### config.mk
export PLATFORM = sky130hd
export DESIGN_NAME = heart_beat_rate_detector_core
export DESIGN_NICKNAME = d
export VERILOG_FILES = /design/src/rtl/hbrd_pkg.sv /design/src/rtl/hbrd_front.sv /design/src/rtl/hbrd_queue.sv /design/src/rtl/hbrd_div.sv /design/src/rtl/hbrd_back.sv /design/src/rtl/heart_beat_rate_detector_core.sv
export SDC_FILE = /design/constraint.sdc
export NUM_CORES = 1
export LEC_CHECK = 0
export CAP_MARGIN = 0
export CORE_MARGIN = 5
export CORE_UTILIZATION = 35
export DETAILED_ROUTE_END_ITERATION = 10
export DONT_BUFFER_PORTS = 1
export PLACE_DENSITY_LB_ADDON = 0.25
export SLEW_MARGIN = 20
export SYNTH_ARGS = -nofsm -noshare
export SYNTH_HDL_FRONTEND = slang
export SYNTH_SLANG_ARGS = --single-unit
### constraint.sdc
create_clock -name clk -period 23.9 [get_ports clk]
set_input_delay 3.585 -clock clk [delete_from_list [all_inputs] [get_ports clk]]
set_output_delay 3.585 -clock clk [all_outputs]
set_load 0.02 [all_outputs]
### src/rtl/hbrd_pkg.sv
// Shared constants, types and register indexes of the heart beat rate detector.
// No dependencies; every other file refers to it by scoped names.
package hbrd_pkg;

  // Depth of the R-R interval ring
  localparam int RR_DEPTH = 4;
  localparam int RR_W     = (RR_DEPTH > 1) ? $clog2(RR_DEPTH) : 1;
  localparam int HELD_W   = $clog2(RR_DEPTH + 1);
  localparam int SUM_W    = 16 + $clog2(RR_DEPTH);
  localparam int DIV_W    = SUM_W;
  localparam int DCNT_W   = $clog2(DIV_W + 1);

  // Job queue depth; keep it a power of two so the pointers wrap on their own
  localparam int QUEUE_DEPTH = 2;
  localparam int QPTR_W      = (QUEUE_DEPTH > 1) ? $clog2(QUEUE_DEPTH) : 1;
  localparam int QCNT_W      = $clog2(QUEUE_DEPTH + 1);

  localparam logic [15:0] BPM_NUMERATOR = 16'd60000;

  // Configuration register indexes
  localparam logic [2:0] REG_THRESHOLD = 3'd0;
  localparam logic [2:0] REG_REFRACT   = 3'd1;
  localparam logic [2:0] REG_TIMEOUT   = 3'd2;
  localparam logic [2:0] REG_LED_PULSE = 3'd3;
  localparam logic [2:0] REG_LOW_RATE  = 3'd4;
  localparam logic [2:0] REG_HIGH_RATE = 3'd5;

  // Reset values
  localparam logic [9:0]  RST_THRESHOLD = 10'd600;
  localparam logic [15:0] RST_REFRACT   = 16'd250;
  localparam logic [15:0] RST_TIMEOUT   = 16'd3000;
  localparam logic [15:0] RST_LED_PULSE = 16'd50;
  localparam logic [15:0] RST_LOW_RATE  = 16'd40;
  localparam logic [15:0] RST_HIGH_RATE = 16'd180;

  // Rate classes
  localparam logic [1:0] CLASS_NONE = 2'd0;
  localparam logic [1:0] CLASS_LOW  = 2'd1;
  localparam logic [1:0] CLASS_OK   = 2'd2;
  localparam logic [1:0] CLASS_HIGH = 2'd3;

  typedef struct packed {
    logic [9:0]  threshold;
    logic [15:0] refract;
    logic [15:0] timeout;
    logic [15:0] led_pulse;
    logic [15:0] low_rate;
    logic [15:0] high_rate;
  } cfg_t;

  // One classified sample waiting for the rate computation
  typedef struct packed {
    logic [9:0]        gated;
    logic              beat;
    logic              led;
    logic              rate_ok;
    logic [SUM_W-1:0]  sum;
    logic [HELD_W-1:0] held;
  } job_t;

endpackage

### src/rtl/hbrd_front.sv
// Front end: beat classification, R-R ring, running interval sum and LED countdown.
// Depends on hbrd_pkg.
module hbrd_front (
  input  logic                clk,
  input  logic                rst,
  input  hbrd_pkg::cfg_t      cfg,
  input  logic                push,
  input  logic [9:0]          adc_sample,
  input  logic [31:0]         time_ms,
  output hbrd_pkg::job_t      job
);

  logic [15:0]                 store [hbrd_pkg::RR_DEPTH];
  logic [hbrd_pkg::RR_W-1:0]   slot;
  logic [hbrd_pkg::HELD_W-1:0] held;
  logic [hbrd_pkg::SUM_W-1:0]  sum;
  logic [31:0]                 last_beat;
  logic                        seen;
  logic [15:0]                 led_cnt;

  logic [hbrd_pkg::RR_W-1:0]   slot_next;
  logic [hbrd_pkg::HELD_W-1:0] held_next;
  logic [hbrd_pkg::SUM_W-1:0]  sum_next;
  logic [15:0]                 led_next;
  logic [31:0]                 since;
  logic [31:0]                 since_out;
  logic                        in_refr;
  logic                        beat;
  logic                        store_iv;
  logic                        full;
  logic [15:0]                 led_load;
  logic [15:0]                 led_base;

  always_comb begin
    since     = time_ms - last_beat;
    in_refr   = seen && (since < {16'd0, cfg.refract});
    beat      = !in_refr && (adc_sample > cfg.threshold);
    store_iv  = beat && seen;
    full      = (held == hbrd_pkg::HELD_W'(hbrd_pkg::RR_DEPTH));
    led_load  = (cfg.led_pulse == 16'd0) ? 16'd1 : cfg.led_pulse;
    led_base  = beat ? led_load : led_cnt;
    if (in_refr) begin
      led_next = led_cnt;
    end else begin
      led_next = (led_base != 16'd0) ? led_base - 16'd1 : 16'd0;
    end
    slot_next = (slot == hbrd_pkg::RR_W'(hbrd_pkg::RR_DEPTH - 1)) ?
                '0 : slot + hbrd_pkg::RR_W'(1);
    held_next = (store_iv && !full) ? held + hbrd_pkg::HELD_W'(1) : held;
    // replace the oldest interval in the running sum once the ring is full
    sum_next  = sum;
    if (store_iv) begin
      sum_next = sum + hbrd_pkg::SUM_W'(since[15:0])
                 - (full ? hbrd_pkg::SUM_W'(store[slot]) : '0);
    end
    since_out   = beat ? 32'd0 : since;
    job.gated   = beat ? adc_sample : 10'd0;
    job.beat    = beat;
    job.led     = (led_next != 16'd0);
    job.rate_ok = (held_next >= hbrd_pkg::HELD_W'(2)) &&
                  (since_out <= {16'd0, cfg.timeout});
    job.sum     = sum_next;
    job.held    = held_next;
  end

  always_ff @(posedge clk) begin
    if (rst) begin
      slot      <= '0;
      held      <= '0;
      sum       <= '0;
      last_beat <= 32'd0;
      seen      <= 1'b0;
      led_cnt   <= 16'd0;
    end else if (push) begin
      led_cnt <= led_next;
      held    <= held_next;
      sum     <= sum_next;
      if (store_iv) begin
        slot <= slot_next;
      end
      if (beat) begin
        last_beat <= time_ms;
        seen      <= 1'b1;
      end
    end
  end

  always_ff @(posedge clk) begin
    if (push && store_iv) begin
      store[slot] <= since[15:0];
    end
  end

endmodule

### src/rtl/hbrd_queue.sv
// Two-entry job queue between the front end and the rate unit.
// Depends on hbrd_pkg.
module hbrd_queue (
  input  logic           clk,
  input  logic           rst,
  input  logic           push,
  input  hbrd_pkg::job_t push_job,
  input  logic           pop,
  output hbrd_pkg::job_t head,
  output logic           full,
  output logic           empty
);

  hbrd_pkg::job_t              entries [hbrd_pkg::QUEUE_DEPTH];
  logic [hbrd_pkg::QPTR_W-1:0] wr_ptr;
  logic [hbrd_pkg::QPTR_W-1:0] rd_ptr;
  logic [hbrd_pkg::QCNT_W-1:0] count;

  assign full  = (count == hbrd_pkg::QCNT_W'(hbrd_pkg::QUEUE_DEPTH));
  assign empty = (count == '0);
  assign head  = entries[rd_ptr];

  always_ff @(posedge clk) begin
    if (rst) begin
      wr_ptr <= '0;
      rd_ptr <= '0;
      count  <= '0;
    end else begin
      if (push) begin
        wr_ptr <= wr_ptr + hbrd_pkg::QPTR_W'(1);
      end
      if (pop) begin
        rd_ptr <= rd_ptr + hbrd_pkg::QPTR_W'(1);
      end
      if (push && !pop) begin
        count <= count + hbrd_pkg::QCNT_W'(1);
      end else if (pop && !push) begin
        count <= count - hbrd_pkg::QCNT_W'(1);
      end
    end
  end

  always_ff @(posedge clk) begin
    if (push) begin
      entries[wr_ptr] <= push_job;
    end
  end

  a_no_overflow: assert property (@(posedge clk) disable iff (rst)
    (full && !pop) |-> !push)
    else $error("queue written while full");
  a_no_underflow: assert property (@(posedge clk) disable iff (rst)
    empty |-> !pop)
    else $error("queue read while empty");

endmodule

### src/rtl/hbrd_div.sv
// Restoring divider, one quotient bit per cycle, shared by both rate divisions.
// Depends on hbrd_pkg.
module hbrd_div (
  input  logic                       clk,
  input  logic                       rst,
  input  logic                       start,
  input  logic [hbrd_pkg::DIV_W-1:0] dividend,
  input  logic [15:0]                divisor,
  output logic                       busy,
  output logic                       done,
  output logic [hbrd_pkg::DIV_W-1:0] quotient
);

  logic [15:0]                 dsr;
  logic [15:0]                 rem;
  logic [hbrd_pkg::DCNT_W-1:0] cnt;
  logic [16:0]                 rem_sh;
  logic                        ge;
  logic [16:0]                 rem_sub;

  always_comb begin
    rem_sh  = {rem, quotient[hbrd_pkg::DIV_W-1]};
    ge      = (rem_sh >= {1'b0, dsr});
    rem_sub = rem_sh - {1'b0, dsr};
  end

  always_ff @(posedge clk) begin
    if (rst) begin
      busy <= 1'b0;
      done <= 1'b0;
      cnt  <= '0;
    end else begin
      done <= !start && busy && (cnt == hbrd_pkg::DCNT_W'(1));
      if (start) begin
        busy <= 1'b1;
        cnt  <= hbrd_pkg::DCNT_W'(hbrd_pkg::DIV_W);
      end else if (busy) begin
        cnt <= cnt - hbrd_pkg::DCNT_W'(1);
        if (cnt == hbrd_pkg::DCNT_W'(1)) begin
          busy <= 1'b0;
        end
      end
    end
  end

  always_ff @(posedge clk) begin
    if (start) begin
      quotient <= dividend;
      dsr      <= divisor;
      rem      <= 16'd0;
    end else if (busy) begin
      quotient <= {quotient[hbrd_pkg::DIV_W-2:0], ge};
      rem      <= ge ? rem_sub[15:0] : rem_sh[15:0];
    end
  end

endmodule

### src/rtl/hbrd_back.sv
// Back end: mean interval and beats per minute through the shared divider,
// rate class and the output register. Depends on hbrd_pkg and hbrd_div.
module hbrd_back (
  input  logic           clk,
  input  logic           rst,
  input  hbrd_pkg::cfg_t cfg,
  input  hbrd_pkg::job_t head,
  input  logic           empty,
  output logic           pop,
  output logic           out_valid,
  input  logic           out_stall,
  output logic [9:0]     gated_sample,
  output logic           beat_found,
  output logic           led_lit,
  output logic [15:0]    beats_per_minute,
  output logic [1:0]     rate_class
);

  localparam logic [1:0] S_IDLE = 2'd0;
  localparam logic [1:0] S_MEAN = 2'd1;
  localparam logic [1:0] S_RATE = 2'd2;
  localparam logic [1:0] S_DONE = 2'd3;

  logic [1:0]                 state;
  hbrd_pkg::job_t             job;
  logic [15:0]                bpm;
  logic                       div_start;
  logic [hbrd_pkg::DIV_W-1:0] div_dividend;
  logic [15:0]                div_divisor;
  logic                       div_busy;
  logic                       div_done;
  logic [hbrd_pkg::DIV_W-1:0] div_quo;
  logic [15:0]                mean;
  logic                       out_free;
  logic [1:0]                 cls;

  assign pop      = (state == S_IDLE) && !empty;
  assign mean     = div_quo[15:0];
  assign out_free = !out_valid || !out_stall;

  always_comb begin
    div_start    = 1'b0;
    div_dividend = head.sum;
    div_divisor  = 16'(head.held);
    if (pop) begin
      div_start = head.rate_ok;
    end else if ((state == S_MEAN) && div_done && (mean != 16'd0)) begin
      div_start    = 1'b1;
      div_dividend = hbrd_pkg::DIV_W'(hbrd_pkg::BPM_NUMERATOR);
      div_divisor  = mean;
    end
  end

  always_comb begin
    if (bpm == 16'd0) begin
      cls = hbrd_pkg::CLASS_NONE;
    end else if (bpm < cfg.low_rate) begin
      cls = hbrd_pkg::CLASS_LOW;
    end else if (bpm > cfg.high_rate) begin
      cls = hbrd_pkg::CLASS_HIGH;
    end else begin
      cls = hbrd_pkg::CLASS_OK;
    end
  end

  hbrd_div u_div (
    .clk      (clk),
    .rst      (rst),
    .start    (div_start),
    .dividend (div_dividend),
    .divisor  (div_divisor),
    .busy     (div_busy),
    .done     (div_done),
    .quotient (div_quo)
  );

  always_ff @(posedge clk) begin
    if (rst) begin
      state     <= S_IDLE;
      out_valid <= 1'b0;
    end else begin
      // raise on a finished job, hold while stalled, drop once taken
      out_valid <= ((state == S_DONE) && out_free) || (out_valid && out_stall);
      case (state)
        S_IDLE: begin
          if (pop) begin
            state <= head.rate_ok ? S_MEAN : S_DONE;
          end
        end
        S_MEAN: begin
          if (div_done) begin
            state <= (mean != 16'd0) ? S_RATE : S_DONE;
          end
        end
        S_RATE: begin
          if (div_done) begin
            state <= S_DONE;
          end
        end
        S_DONE: begin
          if (out_free) begin
            state <= S_IDLE;
          end
        end
        default: state <= S_IDLE;
      endcase
    end
  end

  always_ff @(posedge clk) begin
    if (pop) begin
      job <= head;
      bpm <= 16'd0;
    end else if ((state == S_RATE) && div_done) begin
      bpm <= div_quo[15:0];
    end
    if ((state == S_DONE) && out_free) begin
      gated_sample     <= job.gated;
      beat_found       <= job.beat;
      led_lit          <= job.led;
      beats_per_minute <= bpm;
      rate_class       <= cls;
    end
  end

  a_hold_done: assert property (@(posedge clk) disable iff (rst)
    (state == S_DONE && out_valid && out_stall) |=> (state == S_DONE))
    else $error("result dropped while output stalled");
  a_div_running: assert property (@(posedge clk) disable iff (rst)
    (state == S_MEAN || state == S_RATE) |-> (div_busy || div_done))
    else $error("waiting on an idle divider");

endmodule

### src/rtl/heart_beat_rate_detector_core.sv
// Top level of the heart beat rate detector: configuration registers, front end,
// job queue and rate unit. Depends on hbrd_pkg, hbrd_front, hbrd_queue, hbrd_back.

// Threshold beat detector with R-R averaging. Each request carries one 10-bit
// ADC sample and its millisecond timestamp and yields exactly one result: the
// gated sample, a beat flag, the LED level, beats per minute (60000 over the
// truncated mean of up to RR_DEPTH stored intervals) and a rate class. The
// front end classifies a sample in the cycle it is accepted and updates the
// interval ring and a running interval sum at once; the request then waits in
// a two-deep queue for the rate unit. The rate unit runs two divisions, sum by
// count and 60000 by mean, on one restoring divider at one bit per cycle, and
// a sample without a valid rate skips both. Sustained throughput is set by
// that divider; the queue and the output register let a sample be accepted
// while an earlier result waits on a stalled output. Write configuration only
// while the block is idle; writes to an index beyond the register list are
// ignored.
module heart_beat_rate_detector_core (
  input  logic        clk,
  input  logic        rst,
  // configuration write port
  input  logic        cfg_we,
  input  logic [2:0]  cfg_index,
  input  logic [15:0] cfg_data,
  // sample channel
  input  logic        in_valid,
  output logic        in_stall,
  input  logic [9:0]  adc_sample,
  input  logic [31:0] time_ms,
  // result channel
  output logic        out_valid,
  input  logic        out_stall,
  output logic [9:0]  gated_sample,
  output logic        beat_found,
  output logic        led_lit,
  output logic [15:0] beats_per_minute,
  output logic [1:0]  rate_class
);

  hbrd_pkg::cfg_t cfg;
  hbrd_pkg::job_t push_job;
  hbrd_pkg::job_t head;
  logic           push;
  logic           pop;
  logic           q_full;
  logic           q_empty;

  // Hold the sample channel only while the queue has no room
  assign in_stall = q_full;
  assign push     = in_valid && !q_full;

  // Configuration registers, cropped to their widths
  always_ff @(posedge clk) begin
    if (rst) begin
      cfg.threshold <= hbrd_pkg::RST_THRESHOLD;
      cfg.refract   <= hbrd_pkg::RST_REFRACT;
      cfg.timeout   <= hbrd_pkg::RST_TIMEOUT;
      cfg.led_pulse <= hbrd_pkg::RST_LED_PULSE;
      cfg.low_rate  <= hbrd_pkg::RST_LOW_RATE;
      cfg.high_rate <= hbrd_pkg::RST_HIGH_RATE;
    end else if (cfg_we) begin
      case (cfg_index)
        hbrd_pkg::REG_THRESHOLD: cfg.threshold <= cfg_data[9:0];
        hbrd_pkg::REG_REFRACT:   cfg.refract   <= cfg_data;
        hbrd_pkg::REG_TIMEOUT:   cfg.timeout   <= cfg_data;
        hbrd_pkg::REG_LED_PULSE: cfg.led_pulse <= cfg_data;
        hbrd_pkg::REG_LOW_RATE:  cfg.low_rate  <= cfg_data;
        hbrd_pkg::REG_HIGH_RATE: cfg.high_rate <= cfg_data;
        default: ;
      endcase
    end
  end

  hbrd_front u_front (
    .clk        (clk),
    .rst        (rst),
    .cfg        (cfg),
    .push       (push),
    .adc_sample (adc_sample),
    .time_ms    (time_ms),
    .job        (push_job)
  );

  hbrd_queue u_queue (
    .clk      (clk),
    .rst      (rst),
    .push     (push),
    .push_job (push_job),
    .pop      (pop),
    .head     (head),
    .full     (q_full),
    .empty    (q_empty)
  );

  hbrd_back u_back (
    .clk              (clk),
    .rst              (rst),
    .cfg              (cfg),
    .head             (head),
    .empty            (q_empty),
    .pop              (pop),
    .out_valid        (out_valid),
    .out_stall        (out_stall),
    .gated_sample     (gated_sample),
    .beat_found       (beat_found),
    .led_lit          (led_lit),
    .beats_per_minute (beats_per_minute),
    .rate_class       (rate_class)
  );

  a_class_matches_rate: assert property (@(posedge clk) disable iff (rst)
    out_valid |-> ((beats_per_minute == 16'd0) == (rate_class == hbrd_pkg::CLASS_NONE)))
    else $error("rate class disagrees with zero rate");

endmodule

==> results.md <==
* Clock sinks at 419
* Rel. slew slack at 27.7%
* Outcome: complete, no violations
* Largest net degree at the start of global routing at 151
* Worst-margin pin slew at 1.08 ns
* Max Buffers Root-to-Sink at 3
* Port Buffers at 0
* Via count at 16,657
* DR DRC count at 0
* Crit path max fanout at 39
* Final Skew at 0.0328 ns
* Most common cell on crit path: nand2_1
* Non-filler cells, final at 3,202
* Depth of the CTS H-tree at 2
* Gr usage total at 16.3%
* PostCTS Resize Cnt at 0
* Final WL at 58.1 mm
* CTS tree: done
* IO Pins at 98
* Initial antenna violation count at 0
* RSZ-0062 raised after global routing: false
* Final setup viols at 0
* DRT iter0 DRCs at 905
* Hold buffer count at cts at 0
* CTS Buf Count at 48
* Minimum setup slack after placement at 12.10 ns
* Share of cells above drive strength 1 at 7.34%
* Number of max-cap violations at 0
* Synth cell count leaders: nand2_1 (408), a21oi_1 (237), dfxtp_1 (211), edfxtp_1 (208), inv_1 (163)
* Sequential area share after synthesis at 46.6%
* Required @ worst endpoint at 24.21 ns
* Clk pin slew, worst setup/hold paths at 0.06 ns
* Count of state elements after synthesis at 419
* Antenna Cells at 0
* DP Cell Count at 3,113
* Fin util at 39.3%
* Top cell type's share of synthesized area at 27.8%
* Tot Pwr at 2.43 mW
* Tmin final at 11.28 ns
* CP startpoint kind: primary input
* DR WL/cell at 18.1 microns
* Slowest-stage cell, CP: xnor2_1
* Clk root buf: clkbuf_16
* Mapped Avg Cell Area at 9.53 sq um
* Post-CTS setup buffer count at 0
* GPL Wtd Cong at 0.886
* Starting Density at 35.5%
* Max incr delay on CP at 0.60 ns
* Placed Area at 23,300 sq um
* Setup TNS at 0 ns
* Yosys cell types at 85
* Drt pass-1 iters at 5
* ANT nets after route at 0
* Via density per instance at 5.20
* Mapped Area at 22,500 sq um
* Pleak at 9.21 nW
* Core footprint at 63,300 sq um
* First-pass GRT wire length at 92.4 mm
* Post-synth EDFFs at 208
* Fmax achieved at 88.6 MHz
* Rows at 92
* Power Dens Cells at 97.4 nW/um^2
* Total gr overflow at 0
* Min-delay worst type: reg -> reg
* Max-slew violation count at 0
* Syn_nets at 2,590
* Synth async-reset ratio at 0%
* Vias in the first global route at 16,532
* Count of nets after finishing at 2,552
* Crit path DAT at 11.59 ns
* Post-DP HPWL at 41.2 mm
* Critical path class: in -> reg
* Yosys warns at 0
* DIE AREA at 69,300 sq um
* Count leader, synth: nand2_1
* Final hold vios at 0
* Post-synth top area cell: edfxtp_1
* Critical path capture point type: flip-flop
* Mapped Cells at 2,355
* Die Height at 263 microns
* Final worst-path setup slack at 12.62 ns
* Fin crit share at 47.2%
* Clock Latency Late Sink at 0.60 ns
* Prevailing post-synth register cell: dfxtp_1
* Worst VDD drop at 0.0000403 V
* Layout area overhead at 10.9%
* Design area at 24,900 sq um
* WHS at 0.420 ns
* Area contributors post-synth: edfxtp_1 (28%), dfxtp_1 (19%), ha_1 (8.4%), nand2_1 (6.8%), a21oi_1 (5.3%)
* Die Width at 263 microns
## sequential cells by signal, summed over array words and instances (netlist names), 3 cells and up, named ones only
| signal | count |
|---|---|
| u_back.job | 12 |
| u_front.sum | 18 |
| u_back.u_div.dsr | 16 |
| u_queue.entries | 68 |
| u_front.held | 3 |
| u_back.bpm | 16 |
| u_back.u_div.rem | 16 |
| u_back.u_div.cnt | 5 |
| u_front.led_cnt | 16 |
| u_back.gated_sample | 10 |
| cfg | 90 |
| u_front.store | 64 |
| u_back.beats_per_minute | 16 |
| u_front.last_beat | 32 |
| u_back.u_div.quotient | 18 |
## worst paths after layout
check             slack (ns)                endpoint  cells past startpoint                  from
setup reg to reg       15.32  u_queue.entries[1][22]                     31  u_front.last_beat[0]
setup / recovery       12.62  u_queue.entries[1][22]                     32            time_ms[0]
hold reg to reg         0.42  u_back.gated_sample[6]                      0        u_back.job[30]
hold / removal          0.42  u_back.gated_sample[6]                      0        u_back.job[30]
## cell usage in the layout (no fill, tap or decap), types with 31 or more instances in the layout
| cell | n |
|---|---|
| and2_1 | 32 |
| nor2_1 | 120 |
| o211ai_1 | 39 |
| a211oi_1 | 31 |
| nand2_1 | 408 |
| a21oi_1 | 237 |
| a21o_1 | 38 |
| mux2i_1 | 42 |
| nor3_1 | 38 |
| nand3_1 | 44 |
| xnor2_1 | 36 |
| o21ai_0 | 78 |
| dfxtp_1 | 210 |
| inv_1 | 163 |
| clkbuf_16 | 49 |
| nor2b_1 | 34 |
| edfxtp_1 | 208 |
| ha_1 | 151 |
## final cells by class
class                           instances  area [sq um]
Sequential cell                       419         10500
Multi-Input combinational cell       1657         10900
Tap cell                              846          1060
Fill cell                            6294         38400
Timing Repair Buffer                   24           180
Clock inverter                         28           337
Clock buffer                           61          1290
Inverter                              167           627
## per-layer routing
metal / routed length (microns) / vias to the layer above / global-route usage (%)
li1: - / 8245 / -
met1: 26600 / 7943 / 21.7
met2: 27300 / 371 / 27.4
met3: 2750 / 98 / 2.88
met4: 1440 / 0 / 4.72
met5: 0 / - / 0
## cells by family after synthesis
kind of cell             Yosys count  share of synthesized area (%)
adder cells (fa/ha/maj)          169                           10.0
buffers and inverters            279                           4.84
XOR/XNOR                          60                           2.34
flip-flops                       419                           46.6
AO/OA/AOI/OAI                    527                           14.4
multiplexers                      90                           5.13
AND/OR/NAND/NOR                  811                           16.6
## where the power goes
| group | switching, mW | internal, mW | leakage (nW) |
|---|---|---|---|
| Sequential | 0.0748 | 0.883 | 3.64 |
| Combinational | 0.422 | 0.290 | 4.80 |
| Clock | 0.307 | 0.449 | 0.773 |
| Total | 0.803 | 1.62 | 9.21 |
## worst max-delay path: cells and delay by family
family                     cells  cell delay, ns
AOI/OAI and AO/OA              8            1.86
xor gates and xnor gates       1            0.60
adders and majority gates      4            1.12
muxes                          1            0.27
buffers and inverters          2            0.62
and+or+nand+nor               16            3.50
Note: power is estimated with default switching activity, not from simulation.
